## src/ffha_pkg.sv

```systemverilog
// Shared constants, entry layout and control types of the heap allocator.
// Depends on nothing; used by the controller, the datapath and the top level.
`default_nettype none

package ffha_pkg;

  localparam int unsigned HeapMaxBytes = 4096;
  localparam int unsigned AlignBytes   = 8;
  localparam int unsigned HeaderBytes  = 16;
  localparam int unsigned GranBits     = $clog2(AlignBytes);
  localparam int unsigned Entries      = HeapMaxBytes / AlignBytes;
  localparam int unsigned IdxW         = $clog2(Entries);
  localparam int unsigned AddrW        = 13;
  localparam int unsigned SizeW        = 13;
  localparam int unsigned ReqW         = 16;
  localparam int unsigned PtrW         = 12;

  typedef enum logic [2:0] {
    ST_OK     = 3'd0,
    ST_ZERO   = 3'd1,
    ST_NOMEM  = 3'd2,
    ST_BADPTR = 3'd3,
    ST_DFREE  = 3'd4
  } status_e;

  // One block descriptor, kept per granule.
  typedef struct packed {
    logic             used;   // a block header begins here
    logic             taken;  // the block is allocated
    logic [SizeW-1:0] size;   // payload bytes
  } entry_t;

  typedef enum logic [3:0] {
    OP_NONE,
    OP_CLEAR,
    OP_LOAD,
    OP_FIRST,
    OP_ADVANCE,
    OP_FMATCH,
    OP_SPLIT,
    OP_GRANT_FULL,
    OP_GRANT_AL,
    OP_NEXT_EVAL,
    OP_PREV_MERGE,
    OP_SELF_FREE,
    OP_SELF_CLEAR
  } dp_op_e;

  typedef struct packed {
    dp_op_e op;
  } cmd_t;

  typedef struct packed {
    logic clr_last;
    logic is_free;
    logic zero;
    logic too_big;
    logic ptr_bad;
    logic used;
    logic taken;
    logic fits;
    logic match;
    logic adv_ok;
    logic split;
    logic prev_merge;
  } stat_t;

endpackage

`default_nettype wire

```

## src/ffha_controller.sv

```systemverilog
// Sequencing state machine of the heap allocator.
// Depends on ffha_pkg; drives ffha_datapath through cmd_t and reads stat_t.
`default_nettype none

module ffha_controller (
  input  wire logic           clk_i,
  input  wire logic           rst_ni,
  input  wire logic           cfg_we_i,
  input  wire logic           start,
  output logic                busy,
  output ffha_pkg::cmd_t      cmd_o,
  input  wire ffha_pkg::stat_t stat_i,
  output logic                done_o,
  output logic [2:0]          status_o
);

  typedef enum logic [3:0] {
    S_CLEAR, S_IDLE, S_CHECK, S_WALK, S_GRANT, S_GRANT2, S_FNEXT, S_FPREV, S_FCLR
  } state_e;

  state_e            state_q, state_d;
  logic              done_q, fin;
  ffha_pkg::status_e status_q, fin_code;
  ffha_pkg::dp_op_e  op;

  always_comb begin
    state_d  = state_q;
    op       = ffha_pkg::OP_NONE;
    fin      = 1'b0;
    fin_code = ffha_pkg::ST_OK;
    case (state_q)
      S_CLEAR: begin
        op = ffha_pkg::OP_CLEAR;
        if (stat_i.clr_last) state_d = S_IDLE;
      end
      S_IDLE: begin
        if (start) begin
          op      = ffha_pkg::OP_LOAD;
          state_d = S_CHECK;
        end
      end
      S_CHECK: begin
        if (!stat_i.is_free && stat_i.zero) begin
          fin      = 1'b1;
          fin_code = ffha_pkg::ST_ZERO;
        end else if (!stat_i.is_free && stat_i.too_big) begin
          fin      = 1'b1;
          fin_code = ffha_pkg::ST_NOMEM;
        end else if (stat_i.is_free && stat_i.ptr_bad) begin
          fin      = 1'b1;
          fin_code = ffha_pkg::ST_BADPTR;
        end else begin
          op      = ffha_pkg::OP_FIRST;
          state_d = S_WALK;
        end
      end
      S_WALK: begin
        if (!stat_i.used) begin
          fin      = 1'b1;
          fin_code = stat_i.is_free ? ffha_pkg::ST_OK : ffha_pkg::ST_NOMEM;
        end else if (!stat_i.is_free) begin
          if (stat_i.fits) begin
            state_d = S_GRANT;
          end else if (stat_i.adv_ok) begin
            op = ffha_pkg::OP_ADVANCE;
          end else begin
            fin      = 1'b1;
            fin_code = ffha_pkg::ST_NOMEM;
          end
        end else if (stat_i.match) begin
          if (stat_i.taken) begin
            op      = ffha_pkg::OP_FMATCH;
            state_d = S_FNEXT;
          end else begin
            fin      = 1'b1;
            fin_code = ffha_pkg::ST_DFREE;
          end
        end else if (stat_i.adv_ok) begin
          op = ffha_pkg::OP_ADVANCE;
        end else begin
          fin = 1'b1;
        end
      end
      S_GRANT: begin
        if (stat_i.split) begin
          op      = ffha_pkg::OP_SPLIT;
          state_d = S_GRANT2;
        end else begin
          op  = ffha_pkg::OP_GRANT_FULL;
          fin = 1'b1;
        end
      end
      S_GRANT2: begin
        op  = ffha_pkg::OP_GRANT_AL;
        fin = 1'b1;
      end
      S_FNEXT: begin
        op      = ffha_pkg::OP_NEXT_EVAL;
        state_d = S_FPREV;
      end
      S_FPREV: begin
        if (stat_i.prev_merge) begin
          op      = ffha_pkg::OP_PREV_MERGE;
          state_d = S_FCLR;
        end else begin
          op  = ffha_pkg::OP_SELF_FREE;
          fin = 1'b1;
        end
      end
      S_FCLR: begin
        op  = ffha_pkg::OP_SELF_CLEAR;
        fin = 1'b1;
      end
      default: state_d = S_CLEAR;
    endcase
    if (fin) state_d = S_IDLE;
  end

  always_ff @(posedge clk_i or negedge rst_ni) begin
    if (!rst_ni) begin
      state_q  <= S_CLEAR;
      done_q   <= 1'b0;
      status_q <= ffha_pkg::ST_OK;
    end else begin
      state_q <= cfg_we_i ? S_CLEAR : state_d;
      done_q  <= fin;
      if (fin) status_q <= fin_code;
    end
  end

  assign busy     = (state_q != S_IDLE);
  assign cmd_o.op = op;
  assign done_o   = done_q;
  assign status_o = status_q;

endmodule

`default_nettype wire

```

## config.mk

```make
export PLATFORM = sky130hd
export DESIGN_NAME = ffha_controller
export DESIGN_NICKNAME = d
export VERILOG_FILES = /design/src/ffha_pkg.sv /design/src/ffha_controller.sv
export SDC_FILE = /design/constraint.sdc
export NUM_CORES = 1
export LEC_CHECK = 0
export BUFFER_PORTS_ARGS = -buffer_cell sky130_fd_sc_hd__buf_2
export CAP_MARGIN = 20
export CORE_UTILIZATION = 53
export DETAILED_ROUTE_END_ITERATION = 8
export GPL_TIMING_DRIVEN = 0
export PLACE_DENSITY_LB_ADDON = 0.12
export SYNTH_ARGS = -nofsm -noshare
export SYNTH_HDL_FRONTEND = slang
export SYNTH_SLANG_ARGS = --single-unit
```

## constraint.sdc

```tcl
create_clock -name clk_i -period 2.4 [get_ports clk_i]
set_clock_uncertainty 0.05 [all_clocks]
set_input_delay 0.48 -clock clk_i [delete_from_list [all_inputs] [get_ports clk_i]]
set_output_delay 0.48 -clock clk_i [all_outputs]
set_load 0.01 [all_outputs]
```

Word level (Yosys, flattened, before mapping):

Cells that the tools add are included.

* equality and inequality tests: 21
* reduce and logical (&&, ||, !) cells: 7
* muxes and demuxes: 51

Operator list (count)
* $mux 4: 17
* $pmux 4 s9: 1
* $pmux 4 s8: 1
* $ne 4x4->1 const B: 7
* $mux 3: 7
* $mux 2: 10
* $eq 4x3->1 const B: 4
* $ne 5x5->1 const B: 3
* $mux 1: 13
* $reduce_and 12->1: 1
* $eq 4x2->1 const B: 2
* $pmux 3 s2: 1
* $pmux 1 s5: 1
* $eq 4x1->1 const B: 1
* $eq 4x4->1 const B: 1
* $logic_not 4->1: 1
* $ne 4x1->1 const B: 1
* $ne 4x3->1 const B: 1
* $logic_and 1x1->1: 3
* $ne 3x1->1 const B: 1
* $reduce_or 2->1: 1
* $logic_not 1->1: 1

* word-level logic and storage cells: 82
* input bits: 16
* register bits: 8

Longest topological paths before layout:

* depth in word-level cells: 7
* mapped depth: 7

Least setup slack after synthesis:

OpenSTA, ideal clock, no wires.

* path kind: input -> output
* start point: input stat_i[10] in the netlist's numbering
* end point: output cmd_o[1] in the netlist's numbering
* buffers on the path: 0
* stages on the path: 3
* required time: 1.870 ns
* setup slack: 0.546 ns
* arrival: 1.324 ns
* path through: mux2_2 -> or3_1 -> o21ai_1

RTL lines
* from (decl): RTL line ffha_controller.sv:12 `input wire ffha_pkg::stat_t stat_i,`
* to (decl): RTL line ffha_controller.sv:11 `output ffha_pkg::cmd_t cmd_o,`

==> flow_metrics.py <==
metrics = {
    "worst_setup_path": {
        "critPathMaxFanout": 10,
        "cp.arrival_ns": 1.74,
        "cp-end-kind": "primary output",
        "cpPeakStageDelay_ns": 0.44,
        "crit_buf_inv": 3,
        "regToRegStartpoint": "state_q[1]",
        "cp_common_cell": "buf_2",
        "critPathKind": "reg2out",
        "slowest_stage": "dfrtp_1",
        "cp-startpoint": "state_q[0]",
        "critical_path.top_delay_family": "simple AND/OR/NAND/NOR gates",
        "cp-start-kind": "register",
        "worstPathCellList": "buf_2 -> inv_2 -> nand3_1 -> or3_1 -> o21ai_1 -> buf_2",
        "required_ns": 1.87,
    },
    "floorplanning": {
        "num_rows": 13,
        "fp.dieArea_sq_mm": 0.00164,
        "core_sq_mm": 0.00133,
        "fp.dieW_microns": 40.5,
        "initial_utilization": 0.589,
        "die_h_microns": 40.5,
        "io_pins": 25,
    },
    "timing": {
        "drv_slew": 0,
        "post-route-period-util": 0.945,
        "worstMarginPinSlew_ns": 0.466,
        "period_minus_slack_ns": 2.27,
        "hold_viol_final": 0,
        "fin_tns_setup_ns": 0,
        "fmax_mhz": 441,
        "setup_ws_ns": 0.133,
        "rsz0062_at_grt": "no",
        "max_slew_margin": 0.688,
        "setup_viol": 0,
    },
    "logic_synthesis": {
        "synthCells": 97,
        "synth_async_sr_flop_share": 1.00,
        "ys.flop_type": "dfrtp_1",
        "postSynthAreaPerCell_sq_um": 8.10,
        "ys_seq_elements": 8,
        "synth_warnings": 0,
        "yosysTopAreaCell": "dfrtp_1",
        "synth_edf_count": 0,
        "netlist-cell-type-count": 42,
        "yosysSeqAreaShare": 0.255,
        "synthTopCellsByCount": "9 x nand2_1, 9 x nor2_1, 8 x dfrtp_1, 6 x inv_1, 5 x a21oi_1",
        "ys_top_cells_by_area": "dfrtp_1 25%, nand2_1 4.3%, nor2_1 4.3%",
        "synthesis.nets": 113,
        "synth_top_area_share": 0.255,
        "netlist_area_sq_um": 786,
    },
    "clock_tree": {
        "cts_buffers": 3,
        "htreeDepth": 1,
        "tritoncts": "done",
        "post_cts_hold_buffer_count": 0,
        "clkSinkCount": 8,
        "clockBufferDepth": 2,
        "clock_latency_ns": 0.25,
        "cts_root_buf": "clkbuf_4",
        "clk_pin_slew_ns": 0.05,
    },
    "detailed_routing": {
        "dr.pass1.iters": 4,
        "wl_microns": 1790,
        "drc_errors": 0,
        "drt_iter0_drc": 21,
        "drtAntennaViolNets": 0,
        "vias": 830,
        "routedWlPerCell_microns": 12.9,
        "viasPerCell": 5.97,
    },
    "job": {
        "drv_cap": 0,
    },
    "cells_and_area": {
        "nNetsFinal": 142,
        "final_area_sq_um": 947,
        "areaGrowthSynthToFinish_pct": 20.5,
        "multiInputGateArea_sq_um": 514,
        "antenna_cells": 0,
        "nFillCells": 111,
        "layout-drive-gt1-share": 0.347,
        "regArea_sq_um": 200,
    },
    "placement": {
        "placed_area_sq_um": 925,
        "hpwl_microns": 1400,
        "place_ws_ns": 0.319,
        "io_buffers": 24,
        "routabilityCongestion": 0.796,
    },
    "status": {
        "status": "completed",
    },
    "pwr": {
        "leakagePower_nw": 0.438,
        "fin_total_pwr_mw": 0.825,
        "p_per_area_mw_per_mm2": 871,
        "vdd_drop_max_mv": 0.451,
    },
    "hold_path": {
        "hold_path.class": "in2async",
    },
    "grt": {
        "antenna_found_initial": 0,
        "groute.usage.overall": 0.253,
        "grt_max_degree": 11,
        "grt_pass1_wl_microns": 2700,
        "grt_pass1_vias": 670,
        "grt_overflow": 0,
    },
}
per-stage QoR:
stage	utilization	std cells	hold slack (ns)
2_1_floorplan	-	97	0.134
3_3_place_gp	0.693	136	0.274
3_5_place_dp	0.693	136	0.274
4_1_cts	0.710	139	0.00699
5_1_grt	0.710	139	0.00418
6_report	0.710	139	0.00676
power breakdown:
group / internal [mW] / total, mW / leakage (nW) / switching [mW]
clock: 0.0569 / 0.0977 / 0.0138 / 0.0408
sequential: 0.181 / 0.206 / 0.107 / 0.0249
combinational: 0.228 / 0.521 / 0.317 / 0.293
total: 0.466 / 0.825 / 0.438 / 0.359
flip-flops by register name (all words and copies together) (netlist names):
| signal | flops |
|---|---|
| state_q | 4 |
| status_o | 3 |
| done_o | 1 |
path summary, 6_finish.rpt:
check	to	slack, ns	depth (start not counted)
hold / removal	status_o[0]	0.007	1
setup reg to reg	state_q[3]	0.71	6
hold reg to reg	status_o[2]	0.47	2
setup / recovery	cmd_o[1]	0.13	6
min in group clk_i	state_q[0]	0.37	2
max in group asynchronous	state_q[3]	2.13	1
worst reg2reg max path, cell delays in order, from the launching register on:
cell	delay, ns
dfrtp_1	0.35
buf_2	0.16
and4bb_2	0.23
o21ai_1	0.21
o2111ai_4	0.22
nor3_2	0.21
and4_1	0.21
cells in the final DEF (no fill, tap or decap), drive strengths merged, types with 2 or more instances in the layout:
cell and n:
nor3 5, nand3 4, mux2i 3, clkbuf 4, a21oi 5, buf 30
inv 6, o21ai 7, a21boi 2, nor2 9, a31oi 2, nand3b 2
o22ai 3, a32oi 2, or3 3, nor2b 2, dfrtp 8, nand2 9
nor3b 2
layer usage:
layer  wire length (microns)  global-route usage  part of all wire
met4                       0              0.0333                 0
met1                     794               0.305              0.44
met5                       0                   0                 0
met2                     896               0.429              0.50
met3                      99               0.100             0.055
final cells by class:
| cell class | count | area share |
|---|---|---|
| plain buffers | 7 | 0.0515 |
| repair buffers | 24 | 0.127 |
| flip-flops and latches | 8 | 0.211 |
| well taps | 15 | 0.0198 |
| clock buffers | 3 | 0.0238 |
| inverters | 6 | 0.0238 |
| multi-input cells | 76 | 0.543 |
cell families (layout without fill, tap and decap cells):
logic type | after synthesis | count (layout) | synth area share
AND/OR/NAND/NOR | 46 | 46 | 0.361
AO/OA/AOI/OAI | 26 | 26 | 0.240
flip-flops | 8 | 8 | 0.255
multiplexers | 4 | 4 | 0.0525
buffers and inverters | 13 | 40 | 0.0908
timing repair:
| action | CTS | global route |
|---|---|---|
| buffers inserted | 0 | 0 |
| endpoints found under the setup margin | 0 | 2 |
| gates resized for setup | 0 | 1 |
(Power assumes the default switching activity.)
